===== config.mk =====
export PLATFORM = sky130hd
export DESIGN_NAME = trimmed_mean_level_meter
export DESIGN_NICKNAME = d
export VERILOG_FILES = /design/src/hdl/tmlm_pkg.sv /design/src/hdl/trimmed_mean_level_meter.sv
export SDC_FILE = /design/constraint.sdc
export NUM_CORES = 1
export LEC_CHECK = 0
export BUFFER_PORTS_ARGS = -buffer_cell sky130_fd_sc_hd__buf_2
export CORE_ASPECT_RATIO = 1.4
export CORE_MARGIN = 2
export CORE_UTILIZATION = 37
export DETAILED_ROUTE_END_ITERATION = 10
export SETUP_SLACK_MARGIN = 0.05
export SLEW_MARGIN = 20
export SYNTH_ARGS = -nofsm -noshare
export SYNTH_HDL_FRONTEND = slang
export SYNTH_SLANG_ARGS = --single-unit

===== constraint.sdc =====
create_clock -name i_clk -period 6.6 [get_ports i_clk]
set_input_delay 0 -clock i_clk [delete_from_list [all_inputs] [get_ports i_clk]]
set_output_delay 0 -clock i_clk [all_outputs]
set_load 0.05 [all_outputs]

===== src/hdl/tmlm_pkg.sv =====
// Shared types and constants for the trimmed-mean level meter.
`timescale 1ns / 1ps

package tmlm_pkg;

    localparam int LEVEL_COUNT = 6;
    localparam int THR_W       = 12;
    localparam int MEAN_W      = 12;
    localparam int BAR_W       = LEVEL_COUNT;
    localparam int LVL_IDX_W   = 3;

    typedef logic [THR_W-1:0] t_thr;

    localparam t_thr THR_RESET [LEVEL_COUNT] = '{
        12'd1500, 12'd2000, 12'd2500, 12'd3000, 12'd3500, 12'd4000
    };

    typedef enum logic {
        ALU_ADD,
        ALU_SUB
    } t_alu_op;

endpackage


===== src/hdl/trimmed_mean_level_meter.sv =====
// Trimmed-mean level meter: frame accumulator, shared add/subtract unit and level bar.
`timescale 1ns / 1ps

// A sample that closes a frame shows its result after add, min compare, max compare,
//   two trims, reciprocal multiply, six level compares and output load.
// Each sample passes accept, add, min compare and max compare on the shared add/subtract
//   unit before the next is taken; a frame-closing sample keeps the input off until its
//   result moves into the output register, which waits while a previous result is held.
// Reset: synchronous, active low; clears the frame and loads default thresholds.
module trimmed_mean_level_meter #(
    parameter int WINDOW      = 12,
    parameter int SAMPLE_BITS = 12
) (
    input  logic                                 i_clk,
    input  logic                                 i_rst_n,
    // sample channel
    input  logic                                 i_in_valid,
    output logic                                 o_in_stall,
    input  logic [SAMPLE_BITS-1:0]               i_sample,
    // result channel
    output logic                                 o_out_valid,
    input  logic                                 i_out_stall,
    output logic [tmlm_pkg::MEAN_W-1:0]          o_mean_value,
    output logic [tmlm_pkg::BAR_W-1:0]           o_level_bar,
    // threshold write port
    input  logic                                 i_cfg_wr_en,
    input  logic [tmlm_pkg::LVL_IDX_W-1:0]       i_cfg_index,
    input  logic [tmlm_pkg::THR_W-1:0]           i_cfg_wdata
);

    // Widths follow from the frame size and sample width.
    localparam int MAX_SUM = WINDOW * ((1 << SAMPLE_BITS) - 1);
    localparam int SUM_W   = $clog2(MAX_SUM + 1);
    localparam int CNT_W   = $clog2(WINDOW + 1);
    localparam int DIVISOR = WINDOW - 2;
    localparam int ALU_W   = (SUM_W > tmlm_pkg::THR_W) ? SUM_W : tmlm_pkg::THR_W;
    localparam int EXT_W   = (SAMPLE_BITS > tmlm_pkg::MEAN_W) ? SAMPLE_BITS
                                                              : tmlm_pkg::MEAN_W;

    // Reciprocal of the divisor, rounded up, exact for every SUM_W-bit dividend.
    localparam int                 RCP_SH  = SUM_W + $clog2(DIVISOR);
    localparam int                 RCP_W   = SUM_W + 1;
    localparam int                 PROD_W  = SUM_W + RCP_W;
    localparam longint             RCP_ONE = longint'(1) << RCP_SH;
    localparam logic [RCP_W-1:0]   RCP_MUL = RCP_W'((RCP_ONE + DIVISOR - 1) / DIVISOR);

    typedef enum logic [3:0] {
        S_IDLE,
        S_ADD,
        S_MIN,
        S_MAX,
        S_TRIM_MIN,
        S_TRIM_MAX,
        S_DIV,
        S_CMP,
        S_OUT
    } t_state;

    t_state                           r_state;
    logic [SAMPLE_BITS-1:0]           r_sample;
    logic [CNT_W-1:0]                 r_cnt;
    logic [SUM_W-1:0]                 r_sum;   // running sum, then trimmed sum, then mean
    logic [SAMPLE_BITS-1:0]           r_min;
    logic [SAMPLE_BITS-1:0]           r_max;
    logic [tmlm_pkg::LVL_IDX_W-1:0]   r_lvl;
    logic [tmlm_pkg::BAR_W-1:0]       r_bar;
    tmlm_pkg::t_thr                   r_thr [tmlm_pkg::LEVEL_COUNT];
    logic                             r_out_valid;
    logic [tmlm_pkg::MEAN_W-1:0]      r_out_mean;
    logic [tmlm_pkg::BAR_W-1:0]       r_out_bar;

    // Shared add/subtract unit; the top result bit is the borrow on a subtract.
    tmlm_pkg::t_alu_op                alu_op;
    logic [ALU_W-1:0]                 alu_a;
    logic [ALU_W-1:0]                 alu_b;
    logic [ALU_W:0]                   alu_res;
    logic                             alu_borrow;

    logic [PROD_W-1:0]                rcp_prod;
    logic [SUM_W-1:0]                 rcp_quot;
    logic [EXT_W-1:0]                 mean_ext;
    logic                             out_load;

    // Divide the trimmed sum by the constant divisor with one reciprocal multiply.
    assign rcp_prod = PROD_W'(r_sum) * PROD_W'(RCP_MUL);
    assign rcp_quot = SUM_W'(rcp_prod >> RCP_SH);

    // Move a finished result into the output register when it is free or being taken.
    assign out_load = (r_state == S_OUT) && (!r_out_valid || !i_out_stall);

    always_comb begin
        alu_op = tmlm_pkg::ALU_ADD;
        alu_a  = '0;
        alu_b  = '0;
        unique case (r_state)
            S_ADD: begin
                alu_op = tmlm_pkg::ALU_ADD;
                alu_a  = ALU_W'(r_sum);
                alu_b  = ALU_W'(r_sample);
            end
            S_MIN: begin
                // borrow means sample < min
                alu_op = tmlm_pkg::ALU_SUB;
                alu_a  = ALU_W'(r_sample);
                alu_b  = ALU_W'(r_min);
            end
            S_MAX: begin
                // borrow means sample > max
                alu_op = tmlm_pkg::ALU_SUB;
                alu_a  = ALU_W'(r_max);
                alu_b  = ALU_W'(r_sample);
            end
            S_TRIM_MIN: begin
                alu_op = tmlm_pkg::ALU_SUB;
                alu_a  = ALU_W'(r_sum);
                alu_b  = ALU_W'(r_min);
            end
            S_TRIM_MAX: begin
                alu_op = tmlm_pkg::ALU_SUB;
                alu_a  = ALU_W'(r_sum);
                alu_b  = ALU_W'(r_max);
            end
            S_CMP: begin
                // borrow means mean > threshold
                alu_op = tmlm_pkg::ALU_SUB;
                alu_a  = ALU_W'(r_thr[r_lvl]);
                alu_b  = ALU_W'(r_sum[SAMPLE_BITS-1:0]);
            end
            default: begin
                alu_op = tmlm_pkg::ALU_ADD;
            end
        endcase
    end

    always_comb begin
        if (alu_op == tmlm_pkg::ALU_SUB) begin
            alu_res = {1'b0, alu_a} - {1'b0, alu_b};
        end else begin
            alu_res = {1'b0, alu_a} + {1'b0, alu_b};
        end
    end

    assign alu_borrow = alu_res[ALU_W];

    // Sequencer: frame accumulation, trim, reciprocal divide, level compares.
    always_ff @(posedge i_clk) begin
        if (!i_rst_n) begin
            r_state     <= S_IDLE;
            r_cnt       <= '0;
            r_sum       <= '0;
            r_min       <= '1;
            r_max       <= '0;
            r_lvl       <= '0;
            r_bar       <= '0;
            r_out_valid <= 1'b0;
            r_out_mean  <= '0;
            r_out_bar   <= '0;
            for (int k = 0; k < tmlm_pkg::LEVEL_COUNT; k++) begin
                r_thr[k] <= tmlm_pkg::THR_RESET[k];
            end
        end else begin
            // Threshold writes; indexes past the last level are dropped.
            if (i_cfg_wr_en &&
                (i_cfg_index < tmlm_pkg::LVL_IDX_W'(tmlm_pkg::LEVEL_COUNT))) begin
                r_thr[i_cfg_index] <= i_cfg_wdata;
            end

            // Output register: load a finished result, drop valid once taken.
            if (out_load) begin
                r_out_valid <= 1'b1;
                r_out_mean  <= mean_ext[tmlm_pkg::MEAN_W-1:0];
                r_out_bar   <= r_bar;
            end else if (!i_out_stall) begin
                r_out_valid <= 1'b0;
            end

            unique case (r_state)
                S_IDLE: begin
                    if (i_in_valid) begin
                        r_sample <= i_sample;
                        r_state  <= S_ADD;
                    end
                end
                S_ADD: begin
                    r_sum   <= alu_res[SUM_W-1:0];
                    r_state <= S_MIN;
                end
                S_MIN: begin
                    if (alu_borrow) begin
                        r_min <= r_sample;
                    end
                    r_state <= S_MAX;
                end
                S_MAX: begin
                    if (alu_borrow) begin
                        r_max <= r_sample;
                    end
                    if (r_cnt == CNT_W'(WINDOW - 1)) begin
                        r_state <= S_TRIM_MIN;
                    end else begin
                        r_cnt   <= r_cnt + 1'b1;
                        r_state <= S_IDLE;
                    end
                end
                S_TRIM_MIN: begin
                    r_sum   <= alu_res[SUM_W-1:0];
                    r_state <= S_TRIM_MAX;
                end
                S_TRIM_MAX: begin
                    r_sum   <= alu_res[SUM_W-1:0];
                    r_state <= S_DIV;
                end
                S_DIV: begin
                    r_sum   <= rcp_quot;
                    r_lvl   <= '0;
                    r_state <= S_CMP;
                end
                S_CMP: begin
                    r_bar[r_lvl] <= alu_borrow;
                    if (r_lvl == tmlm_pkg::LVL_IDX_W'(tmlm_pkg::LEVEL_COUNT - 1)) begin
                        r_state <= S_OUT;
                    end else begin
                        r_lvl <= r_lvl + 1'b1;
                    end
                end
                S_OUT: begin
                    // Hold until the output register takes the result, then restart.
                    if (out_load) begin
                        r_cnt   <= '0;
                        r_sum   <= '0;
                        r_min   <= '1;
                        r_max   <= '0;
                        r_state <= S_IDLE;
                    end
                end
                default: begin
                    r_state <= S_IDLE;
                end
            endcase
        end
    end

    // The quotient fits SAMPLE_BITS; resize it to the mean field.
    assign mean_ext     = EXT_W'(r_sum[SAMPLE_BITS-1:0]);
    assign o_mean_value = r_out_mean;
    assign o_level_bar  = r_out_bar;
    assign o_out_valid  = r_out_valid;
    assign o_in_stall   = (r_state != S_IDLE);

`ifndef ASSERT_OFF
    a_hold_stalled: assert property (@(posedge i_clk) disable iff (!i_rst_n)
        (o_out_valid && i_out_stall) |=>
            (o_out_valid && $stable(o_mean_value) && $stable(o_level_bar)))
        else $error("stalled result transaction changed");

    a_busy_after_accept: assert property (@(posedge i_clk) disable iff (!i_rst_n)
        (i_in_valid && !o_in_stall) |=> o_in_stall)
        else $error("sequencer did not go busy after a sample transaction");

    a_cnt_range: assert property (@(posedge i_clk) disable iff (!i_rst_n)
        r_cnt < CNT_W'(WINDOW))
        else $error("frame count beyond window");

    a_min_le_max: assert property (@(posedge i_clk) disable iff (!i_rst_n)
        (r_state == S_IDLE && r_cnt != '0) |-> (r_min <= r_max))
        else $error("frame minimum above frame maximum");

    a_out_after_cmp: assert property (@(posedge i_clk) disable iff (!i_rst_n)
        $rose(o_out_valid) |-> ($past(r_state) == S_OUT))
        else $error("result raised without finishing the level compares");
`endif

endmodule


Yosys cells after proc, flatten, opt, wreduce, memory -nomap -nowiden
Memory sizes are Yosys's and may differ from the RTL's. A register that Yosys moved wholly into a read port is not among the register bits.
Index checks and enable logic that the tools add are counted.
Widths: inputs -> output; s select.
{ "word_totals": {"reg_bits": 88, "ram_bits": 72, "out_inout_bits": 20, "wordCells": 96, "mem_count": 1} }
{ "op_classes": {"n_addsub": 4, "n_mul": 1, "magnitude_cmp": 3, "eq_ne": 18, "muxes": 34, "n_reduce_logical": 24} }
{ "mem_list": {"columns": ["memory", "words", "word_bits", "rd", "rd_clocked_by_memory_dff", "wr", "line", "rtl"], "rows": [
  ["r_thr", 6, 12, 1, 1, 6, "trimmed_mean_level_meter.sv:67", "tmlm_pkg::t_thr r_thr [tmlm_pkg::LEVEL_COUNT];"]
]} }
{ "ops": {"columns": ["cell", "n"], "rows": [
  ["$pmux 16 s4", 1],
  ["$mux 12", 4],
  ["$pmux 12 s2", 2],
  ["$pmux 12 s4", 1],
  ["$pmux 16 s3", 1],
  ["$pmux 4 s9", 1],
  ["$mul 16x16->32 const B", 1],
  ["$add 16x16->17", 1],
  ["$mux 17", 1],
  ["$sub 16x16->17", 1],
  ["$eq 4x3->1 const B", 4],
  ["$mux 16", 1],
  ["$mux 4", 4],
  ["$mux 3", 5],
  ["$reduce_and 3->1", 5],
  ["$ne 2x2->1 const B", 7],
  ["$reduce_or 12->1", 1],
  ["$mux 1", 9],
  ["$eq 4x2->1 const B", 2],
  ["$eq 4x4->1 const B", 2],
  ["$pmux 4 s2", 1],
  ["$bwmux 6", 1],
  ["$pmux 3 s2", 1],
  ["$reduce_bool 2->1", 3],
  ["other kinds (19)", 24]
]} }

Logic depth before layout (Yosys ltp)
Gate-level depths: netlist of the first run.
{ "logic_depth": {"word_depth": 7, "mapped_depth": 22} }

Least setup slack after synthesis of the first run
Ideal clock, no wire load.
{ "synth_path": {"path_type": "register -> register", "start": "register r_sum[6]", "end": "register r_sum[8]", "t_arrival_ns": 5.639, "required_ns": 6.486, "slack_ns": 0.846, "stages_incl_launch_ff": 20, "period_less_slack_ns": 5.754, "path_cell_list": "dfxtp_1 ha_1 inv_1 fa_1 inv_1 fa_1 fa_1 fa_1 inv_1 fa_1 inv_1 ha_1 o21ai_0 o21ai_0 o22ai_1 a211oi_1 o2111ai_1 a21boi_0 mux2_2 a2111oi_0"} }
{ "synth_via": {"elab_chain_cells": 4, "elab_cells_between_ends": 7, "cone_classes": "add/sub (2); mul (1); mux (4)"} }
{ "synth_rtl": {"columns": ["element", "line", "rtl"], "rows": [
  ["start: declaration", "trimmed_mean_level_meter.sv:62", "logic [SUM_W-1:0] r_sum;"],
  ["start signal: assignment", "trimmed_mean_level_meter.sv:185", "r_sum <= alu_res[SUM_W-1:0];"],
  ["start signal: assignment", "trimmed_mean_level_meter.sv:206", "r_sum <= alu_res[SUM_W-1:0];"],
  ["start signal: assignment", "trimmed_mean_level_meter.sv:210", "r_sum <= alu_res[SUM_W-1:0];"],
  ["parallel branches: the longest is 3 deep, another holds $mul 16x16->32", null, null],
  ["$pmux 16 s3 (*)", "trimmed_mean_level_meter.sv:177", "unique case (r_state)"]
]} }
Mark *: on every way between the ends.
A chain may end at the register's enable or synchronous reset.

Worst setup path after layout of the first run
{ "layout_path": {"start": "register r_sum[5]", "end": "register r_sum[11]"} }
Same word-level chain as after synthesis.

==> reports/metrics.yaml, run 1 <==
grt:
  antenna_found_initial: 0
  overflow: 0
  grt_pass1_wl_um: 59700
  track_usage: 0.198
  grt_pass1_vias: 10900
  grt_max_degree: 38
sta:
  setup_tns_ns: 0
  rsz0062_at_grt: "false"
  slew_violations: 0
  skew_ns: 0.0112
  final_hold_viol_count: 0
  fmax_mhz: 158
  fin_crit_ns: 6.31
  setup-violations-final: 0
  tightestPinTransition_ns: 1.12
  fin_ws_ns: 0.285
  relSlewSlack: 0.247
  timing.final.crit_share: 0.957
floorplan:
  die-area_um2: 39200
  rows: 84
  io_pins: 52
  core_area_um2: 37300
  die_x_um: 168
  die_y_um: 233
  start_util: 0.373
yosys:
  synth_ff_type: "edfxtp_1"
  yosysWarnings: 0
  syn_area_um2: 13900
  async_flop_share: 0
  ys_ff_latch: 187
  ys_seq_area_frac: 0.347
  synthTopCellsByArea: "edfxtp_1, ha_1, fa_1, dfxtp_1, inv_1"
  synth-edff-count: 108
  synth_common_cells: "inv_1, ha_1, nand2_1, edfxtp_1, a21oi_1"
  yosysTopAreaCell: "edfxtp_1"
  yosysTopAreaCellShare: 0.233
  ys_types: 71
  yosysMostFrequentCell: "inv_1"
  syn_avg_cell_area_um2: 9.96
  netlist_instances: 1396
finish:
  drive_gt1_frac: 0.107
  fin_util: 0.422
  syn_to_final_growth_pct: 13.2
  fin_nets: 1752
  diodes: 0
  final_cells: 1975
  final_cell_area_um2: 15700
cts:
  clk_pin_slew_worst_paths_ns: 0.08
  cts_setup_buffers: 0
  cts_buffers: 17
  clock_latency_ns: 0.45
  cts_root_buf: "clkbuf_16"
  cts.sinks: 187
  ctsLongestPathBuffers: 2
  tritoncts: "yes"
  htreeDepth: 4
setup_path:
  cp-start-kind: "register"
  endpoint_kind: "register"
  crit_fanout: 8
  required_ns: 6.94
  critical_path_class: "register to register"
  worstPathArrival_ns: 6.66
placement:
  gp_congestion: 0.949
  dpl_cell_area_um2: 14800
  io_buffers: 51
  place_worst_setup_slack_ns: 0.274
  dp_cells: 1915
  hpwl_um: 29900
detailed_routing:
  wl_um: 37800
  num_vias: 10500
  firstDrtPassIters: 7
  drc: 0
  antenna_left: 0
  vias_per_cell: 5.33
  post_drt_wl_per_cell_um: 19.1
  drt_iter0_markers: 679
power:
  cellLeakagePower_nw: 7.02
  p_per_area_nw_per_um2: 319
  ir_drop_v: 0.000226
worst_hold_path:
  hold_path_class: "input pin to register"
status:
  status: "finished clean"
job:
  drv_cap: 0
==> path summary, 6_finish.rpt <==
| check | start | to | slack (ns) | cells past startpoint |
|---|---|---|---|---|
| worst max-delay path | r_sum[5]$_SDFFE_PN0P_ | r_sum[11]$_SDFFE_PN0P_ | 0.29 | 20 |
| worst min-delay path | i_cfg_index[1] | r_thr[0][4]$_SDFFCE_PN1P_ | 0.03 | 3 |
| worst max register to register | r_sum[5]$_SDFFE_PN0P_ | r_sum[11]$_SDFFE_PN0P_ | 0.29 | 20 |
| worst min register to register | o_mean_value[9]$_SDFFE_PN0P_ | o_mean_value[9]$_SDFFE_PN0P_ | 0.46 | 2 |
==> report_power, final <==
| group | leakage [nW] | switching (mW) | internal, mW |
|---|---|---|---|
| clock | 0.292 | 0.497 | 0.572 |
| combinational | 5.04 | 1.56 | 1.03 |
| sequential | 1.69 | 0.0550 | 1.30 |
| total | 7.02 | 2.12 | 2.90 |
==> state kept, by name (all words and copies together), names as in the netlist, 3 cells and up, named ones only <==
name / cells
o_level_bar: 6
r_thr: 96
r_sample: 12
r_lvl: 3
r_min: 12
r_sum: 16
r_cnt: 4
o_mean_value: 12
r_max: 12
r_state: 4
r_bar: 6
==> cells in the final DEF (no fill, tap or decap), types with 28 or more instances in the layout <==
master,instances
buf_4,32
buf_2,51
dfxtp_1,78
nand2b_1,32
nand3_1,33
dlygate4sd3_1,28
a21oi_1,86
nand2_1,142
o21ai_0,48
inv_1,203
nor2_1,75
ha_1,151
edfxtp_1,108
fa_1,80
==> cells by family (layout without fill, tap and decap cells) <==
logic type                 after synthesis  after routing  share of synthesized area
and+or+nand+nor                        376            376                      0.131
buffers and inverters                  264            347                     0.0736
AOI/OAI and AO/OA                      252            252                      0.118
adders and majority gates              231            231                      0.251
DFF                                    187            187                      0.347
muxes                                   50             50                     0.0578
xor gates and xnor gates                35             35                     0.0220
other                                    1             24                   0.000270
==> final cells by class <==
cell class / count / area (µm²)
clock inverter: 15 / 178
inverter: 204 / 766
timing repair buffer: 111 / 776
sequential: 187 / 4830
multi-input combinational: 968 / 8170
clock buffer: 17 / 425
fill: 3641 / 21600
tap: 473 / 592
==> per-stage QoR <==
stage,power (mW),hold WS [ns]
2_1_floorplan,3.25,0.0989
3_3_place_gp,3.93,0.177
3_5_place_dp,3.96,0.179
4_1_cts,5.05,0.0207
5_1_grt,5.46,0.0558
6_report,5.02,0.0324
==> per-layer routing <==
layer  share of wire  global-route usage
met5               0                   0
met2            0.55               0.389
met3           0.032              0.0268
met4           0.038              0.0791
met1            0.38               0.213
==> timing repair <==
| item | 4_1_cts | 5_1_grt |
|---|---|---|
| endpoints found under the setup margin | 0 | 4 |
| gates resized for setup | 0 | 1 |
| hold endpoints to repair | 101 | 0 |
| hold buffers | 28 | 0 |
==> critical path, stage by stage, from the launching register on <==
cell and delay, ns:
dfxtp_1 0.52, ha_1 0.39, xor2_1 0.18, ha_1 0.31, fa_1 0.53, inv_1 0.06, fa_1 0.54, inv_1 0.06
fa_1 0.53, inv_1 0.06, fa_1 0.52, inv_1 0.04, ha_1 0.22, a211oi_1 0.25, o21ai_0 0.16, a211oi_1 0.31
a211oi_2 0.19, o21ai_0 0.63, a21oi_1 0.16, or3_1 0.34, a41o_1 0.22
Power figures use the tool's default switching activity.
==> run 2, diff against run 1 <==
--- a/config.mk
+++ b/config.mk
@@ -10,8 +10,11 @@
 export CORE_MARGIN = 2
 export CORE_UTILIZATION = 37
 export DETAILED_ROUTE_END_ITERATION = 10
+export GPL_TIMING_DRIVEN = 0
+export HOLD_SLACK_MARGIN = 0.03
 export SETUP_SLACK_MARGIN = 0.05
 export SLEW_MARGIN = 20
 export SYNTH_ARGS = -nofsm -noshare
 export SYNTH_HDL_FRONTEND = slang
 export SYNTH_SLANG_ARGS = --single-unit
+export TNS_END_PERCENT = 1
==> reports/metrics.yaml, run 2 (synthesis gave the netlist of run 1 again) <==
cts:
  htreeDepth: 4  # unchanged
  cts_root_buf: "clkbuf_16"
  clk_pin_slew_worst_paths_ns: 0.07  # about the same
  clock_latency_ns: 0.46  # about the same
  cts_buffers: 17  # unchanged
  cts.sinks: 187  # unchanged
  ctsLongestPathBuffers: 2  # unchanged
  tritoncts: "yes"
status:
  status: "finished clean"
power:
  ir_drop_v: 0.000173  # -23%
  p_per_area_nw_per_um2: 316  # -0.89%
  total_power_mw: 4.98  # -0.75%
  cellLeakagePower_nw: 6.96  # -0.85%
floorplan:
  rows: 84  # unchanged
  io_pins: 52  # unchanged
  die-area_um2: 39200  # unchanged
  die_y_um: 233  # unchanged
  die_x_um: 168  # unchanged
  start_util: 0.373  # unchanged
  core_area_um2: 37300  # unchanged
setup_path:
  cp-start-kind: "register"
  required_ns: 6.94  # about the same
  critical_path_class: "register to register"
  r2r-end: "r_sum[8]$_SDFFE_PN0P_"
  rrSetupSlack_ns: 0.33  # +0.05 ns
  rr_worst_depth: 19  # -5.0%
  worstPathArrival_ns: 6.60  # -0.06 ns
  r2r_start: "r_sum[7]$_SDFFE_PN0P_"
  crit_fanout: 9  # +1
  endpoint_kind: "register"
detailed_routing:
  wl_um: 38100  # +0.88%
  drt_iter0_markers: 529  # -22%
  drc: 0  # unchanged
  post_drt_wl_per_cell_um: 19.0  # -0.68%
  vias_per_cell: 5.30  # -0.62%
  firstDrtPassIters: 6  # -1
  num_vias: 10600  # +0.94%
  antenna_left: 0  # unchanged
placement:
  io_buffers: 48  # -5.9%
  gp_congestion: 0.900  # -5.1%
  hpwl_um: 30100  # +0.83%
  place_worst_setup_slack_ns: -0.227  # -0.502 ns
  dp_cells: 1941  # +1.4%
finish:
  final_common_cell: "inv_1"
  fin_nets: 1783  # +1.8%
  largest_register: "r_thr"
  syn_to_final_growth_pct: 13.3
  largest_reg_flops: 96  # unchanged
  final_cells: 2006  # +1.6%
  fin_util: 0.422  # +0.000570
  layout_common_cells: "inv_1, ha_1, nand2_1"
  drive_gt1_frac: 0.0939  # -0.0126
  reg_top3: "r_thr x96, r_sum x16"
  num-fill-cells: 3660  # +0.52%
  diodes: 0  # unchanged
worst_hold_path:
  min_from: "i_cfg_wr_en"
  hold_depth: 4  # +1
  holdPathEnd: "r_thr[4][2]$_SDFFCE_PN1P_"
  hold_path_class: "input pin to register"
sta:
  tightestPinTransition_ns: 1.15  # +0.0237 ns
  skew_ns: 0.00801  # -0.00314 ns
  setup-violations-final: 0  # unchanged
  fin_crit_ns: 6.27  # -0.0476 ns
  fmax_mhz: 160  # +0.76%
  relSlewSlack: 0.224  # -0.0238
  fin_ws_ns: 0.333  # +0.0476 ns
  timing.final.crit_share: 0.950  # -0.00721
  slew_violations: 0  # unchanged
  rsz0062_at_grt: "false"
  final_hold_viol_count: 0  # unchanged
  setup_tns_ns: 0  # unchanged
job:
  drv_cap: 0  # unchanged
grt:
  use_met1: 0.210  # -0.00295
  grt_util_met3: 0.0195  # -0.00729
  grt_pass1_vias: 10900  # +0.59%
  grt_pass1_wl_um: 58700  # -1.7%
  grt_max_degree: 17  # -55%
  grt.met2_usage: 0.385  # -0.00374
  antenna_found_initial: 0  # unchanged
  overflow: 0  # unchanged
  track_usage: 0.198  # -0.000344
  grt_busiest_layer: "met2"
[run 2: cell count changes in the layout (fill, tap and decap cells not counted), sizes merged]
cell | previous run | this run
buf | 83 | 65
dlygate4sd3 | 28 | 31
inv | 210 | 207
clkinvlp | 2 | 4
clkinv | 5 | 4
clkbuf | 17 | 65
[run 2: final cells by class]
type / instances / area, µm² / share of cell area
Clock inverter: 13 / 140 / 0.00889
Inverter: 204 / 766 / 0.0486
Buffer: 60 / 259 / 0.0164
Timing Repair Buffer: 82 / 571 / 0.0362
Sequential cell: 187 / 4840 / 0.307
Tap cell: 473 / 592 / 0.0376
Clock buffer: 19 / 433 / 0.0275
Multi-Input combinational cell: 968 / 8160 / 0.518
[run 2: report_power, final]
part,total (mW),leakage [nW],internal (mW),switching [mW]
Clock,1.03,0.268,0.559,0.468
Sequential,1.40,1.70,1.30,0.0916
Combinational,2.56,5.00,1.02,1.54
Total,4.98,6.96,2.88,2.10
[run 2: metrics by stage]
| stage | hold WS, ns | instance area, µm² |
|---|---|---|
| global route | 0.108 | 15800 |
| CTS | 0.0369 | 15700 |
| global placement | 0.176 | 14800 |
| detailed placement | 0.179 | 14800 |
| floorplan | 0.0989 | 14000 |
| finish | 0.0484 | 15800 |
[run 2: repair_timing]
action                                  CTS  global route
hold buffers                             31             0
setup buffers                             0             2
endpoints found under the hold margin   111             0
gates resized for setup                   7             9
endpoints found under the setup margin    4             4
pin swaps                                 0             1
[run 2: layer usage]
layer  up-vias  share of wire
met5         -              0
met4         0          0.046
met3        84          0.033
met2       292           0.55
met1      5147           0.37
li1       5107              -
[run 2: worst max-delay path by stage]
stage | start | end | slack [ns] | cells after the start
finish | r_sum[7]$_SDFFE_PN0P_ | r_sum[8]$_SDFFE_PN0P_ | 0.33 | 19
CTS | r_sum[10]$_SDFFE_PN0P_ | r_sum[8]$_SDFFE_PN0P_ | 0.07 | 19
global route | r_sum[7]$_SDFFE_PN0P_ | r_sum[8]$_SDFFE_PN0P_ | 0.06 | 19
floorplan | r_sum[6]$_SDFFE_PN0P_ | r_sum[8]$_SDFFE_PN0P_ | 0.85 | 19
global placement | r_sum[11]$_SDFFE_PN0P_ | r_sum[8]$_SDFFE_PN0P_ | -0.22 | 19
detailed placement | r_sum[7]$_SDFFE_PN0P_ | r_sum[8]$_SDFFE_PN0P_ | -0.23 | 19
[run 2: worst max-delay path, cell delays in order (launching register included)]
cell and delay (ns):
dfxtp_2 0.59, ha_1 0.24, inv_1 0.11, fa_1 0.55
inv_1 0.06, fa_1 0.52, fa_1 0.57, fa_1 0.56
inv_1 0.06, fa_1 0.52, inv_1 0.04, ha_1 0.32
o21ai_0 0.10, o21ai_1 0.20, o22ai_1 0.20, a211oi_2 0.37
o2111ai_1 0.23, a21boi_1 0.21, mux2_2 0.35, a2111oi_0 0.35
==> run 3, diff against run 2 <==
--- a/config.mk
+++ b/config.mk
@@ -5,11 +5,11 @@
 export SDC_FILE = /design/constraint.sdc
 export NUM_CORES = 1
 export LEC_CHECK = 0
-export BUFFER_PORTS_ARGS = -buffer_cell sky130_fd_sc_hd__buf_2
 export CORE_ASPECT_RATIO = 1.4
 export CORE_MARGIN = 2
-export CORE_UTILIZATION = 37
+export CORE_UTILIZATION = 30
 export DETAILED_ROUTE_END_ITERATION = 10
+export DONT_BUFFER_PORTS = 1
 export GPL_TIMING_DRIVEN = 0
 export HOLD_SLACK_MARGIN = 0.03
 export SETUP_SLACK_MARGIN = 0.05
==> reports/metrics.yaml, run 3 (synthesis gave the netlist of run 1 again) <==
grt:
  grt_busiest_layer: "met2"
  grt.met2_usage: 0.296  # -0.0895
  grt_pass1_wl_um: 58500  # -0.29%
  grt_max_degree: 18  # +1
  overflow: 0  # unchanged
  grt_util_met3: 0.0233  # +0.00384
  antenna_found_initial: 0  # unchanged
  grt_pass1_vias: 10700  # -1.8%
  track_usage: 0.160  # -0.0379
  use_met1: 0.183  # -0.0270
worst_hold_path:
  holdPathEnd: "r_thr[0][5]$_SDFFCE_PN0P_"
  hold_path_class: "input pin to register"
  min_from: "i_cfg_index[2]"
  hold_depth: 3  # -1
floorplan:
  die_x_um: 186  # +11%
  die_y_um: 259  # +11%
  io_pins: 52  # unchanged
  core_area_um2: 45800  # +23%
  rows: 93  # +11%
  die-area_um2: 48100  # +23%
  start_util: 0.303  # -0.0694
cts:
  cts_buffers: 17  # unchanged
  clk_pin_slew_worst_paths_ns: 0.10  # +0.03 ns
  htreeDepth: 4  # unchanged
  cts.sinks: 187  # unchanged
  tritoncts: "yes"
  ctsLongestPathBuffers: 2  # unchanged
  cts_root_buf: "clkbuf_16"
  clock_latency_ns: 0.47  # about the same
finish:
  reg_top3: "r_thr x96, r_sum x16"
  final_cell_area_um2: 15700  # -0.22%
  drive_gt1_frac: 0.0640  # -0.0299
  largest_register: "r_thr"
  final_common_cell: "inv_1"
  largest_reg_flops: 96  # unchanged
  layout_common_cells: "inv_1, ha_1, nand2_1"
  diodes: 0  # unchanged
  fin_nets: 1734  # -2.7%
  final_cells: 2101  # +4.7%
  syn_to_final_growth_pct: 13.1
power:
  total_power_mw: 4.94  # -0.90%
  cellLeakagePower_nw: 6.76  # -3.0%
  ir_drop_v: 0.000217  # +25%
  p_per_area_nw_per_um2: 314  # -0.68%
sta:
  timing.hold.ws_ns: 0.0580  # +0.00961 ns
  setup-violations-final: 0  # unchanged
  fin_crit_ns: 6.18  # -0.0882 ns
  timing.final.crit_share: 0.936  # -0.0134
  skew_ns: 0.0307  # +0.0227 ns
  slew_violations: 0  # unchanged
  fmax_mhz: 162  # +1.4%
  rsz0062_at_grt: "false"
  relSlewSlack: 0.362  # +0.139
  tightestPinTransition_ns: 0.953  # -0.195 ns
  setup_tns_ns: 0  # unchanged
  final_hold_viol_count: 0  # unchanged
detailed_routing:
  drt_iter0_markers: 610  # +15%
  num_vias: 10500  # -1.1%
  post_drt_wl_per_cell_um: 17.8  # -6.4%
  antenna_left: 0  # unchanged
  vias_per_cell: 5.00  # -5.6%
  drc: 0  # unchanged
  firstDrtPassIters: 8  # +2
  wl_um: 37400  # -2.0%
placement:
  dp_cells: 2036  # +4.9%
  dpl_cell_area_um2: 14800  # -0.44%
  hpwl_um: 29500  # -2.0%
  gp_congestion: 0.918  # +1.9%
  io_buffers: 0  # -100%
setup_path:
  critical_path_class: "register to register"
  endpoint_kind: "register"
  required_ns: 6.93  # about the same
  cp-start-kind: "register"
  r2r_start: "r_sum[5]$_SDFFE_PN0P_"
  rrSetupSlack_ns: 0.42  # +0.09 ns
  r2r-end: "r_sum[8]$_SDFFE_PN0P_"
  worstPathArrival_ns: 6.51  # -0.09 ns
  rr_worst_depth: 20  # +1
  crit_fanout: 10  # +1
status:
  status: "finished clean"
job:
  drv_cap: 0  # unchanged
[run 3: how the worst max path moves through the flow]
stage	start	end	cells past startpoint
floorplan	r_sum[6]$_SDFFE_PN0P_	r_sum[8]$_SDFFE_PN0P_	19
global placement	r_sum[7]$_SDFFE_PN0P_	r_sum[8]$_SDFFE_PN0P_	19
detailed placement	r_sum[7]$_SDFFE_PN0P_	r_sum[8]$_SDFFE_PN0P_	19
CTS	r_sum[5]$_SDFFE_PN0P_	r_sum[11]$_SDFFE_PN0P_	20
global route	r_sum[6]$_SDFFE_PN0P_	r_sum[8]$_SDFFE_PN0P_	19
finish	r_sum[5]$_SDFFE_PN0P_	r_sum[8]$_SDFFE_PN0P_	20
[run 3: routing by layer]
metal | vias to the layer above | wire [µm]
li1 | 4991 | -
met1 | 5193 | 14800
met2 | 246 | 19900
met3 | 80 | 1290
met4 | 0 | 1390
met5 | - | 0
[run 3: stage by stage]
step	util	worst slack, ns
after floorplan	-	0.846
after global placement	0.322	-0.0689
after detailed placement	0.322	-0.0317
after CTS	0.342	0.0859
after global routing	0.343	0.0722
final	0.343	0.421
[run 3: worst max-delay path, stage by stage (launching register included)]
cell and delay, ns:
dfxtp_1 0.68, ha_1 0.44, xor2_1 0.20, ha_1 0.31, fa_1 0.54, inv_1 0.06
fa_1 0.53, inv_1 0.05, fa_1 0.55, inv_1 0.06, fa_1 0.52, inv_1 0.04
ha_1 0.22, a211oi_1 0.23, o21ai_1 0.13, o22ai_1 0.35, a211oi_2 0.13, o2111ai_1 0.28
a21boi_1 0.12, mux2_2 0.28, a2111oi_1 0.34
[run 3: what timing repair did]
item,4_1_cts,5_1_grt
hold buffers,32,0
cloned,0,0
pin swaps,0,1
gates resized for setup,3,14
setup endpoints to repair,4,6
buffers inserted,0,1
hold endpoints to repair,123,0
[run 3: power breakdown]
part | internal [mW] | total [mW] | switching [mW]
combinational | 1.00 | 2.50 | 1.49
clock | 0.548 | 1.04 | 0.497
sequential | 1.30 | 1.40 | 0.0920
[run 3: layout make-up]
cell class / count / area (µm²)
multi-input cells: 968 / 8170
repair buffers: 33 / 328
inverters: 204 / 766
flip-flops and latches: 187 / 4840
well taps: 617 / 772
clock buffers: 20 / 489
clock inverters: 12 / 103
fillers: 4720 / 30100
plain buffers: 60 / 258
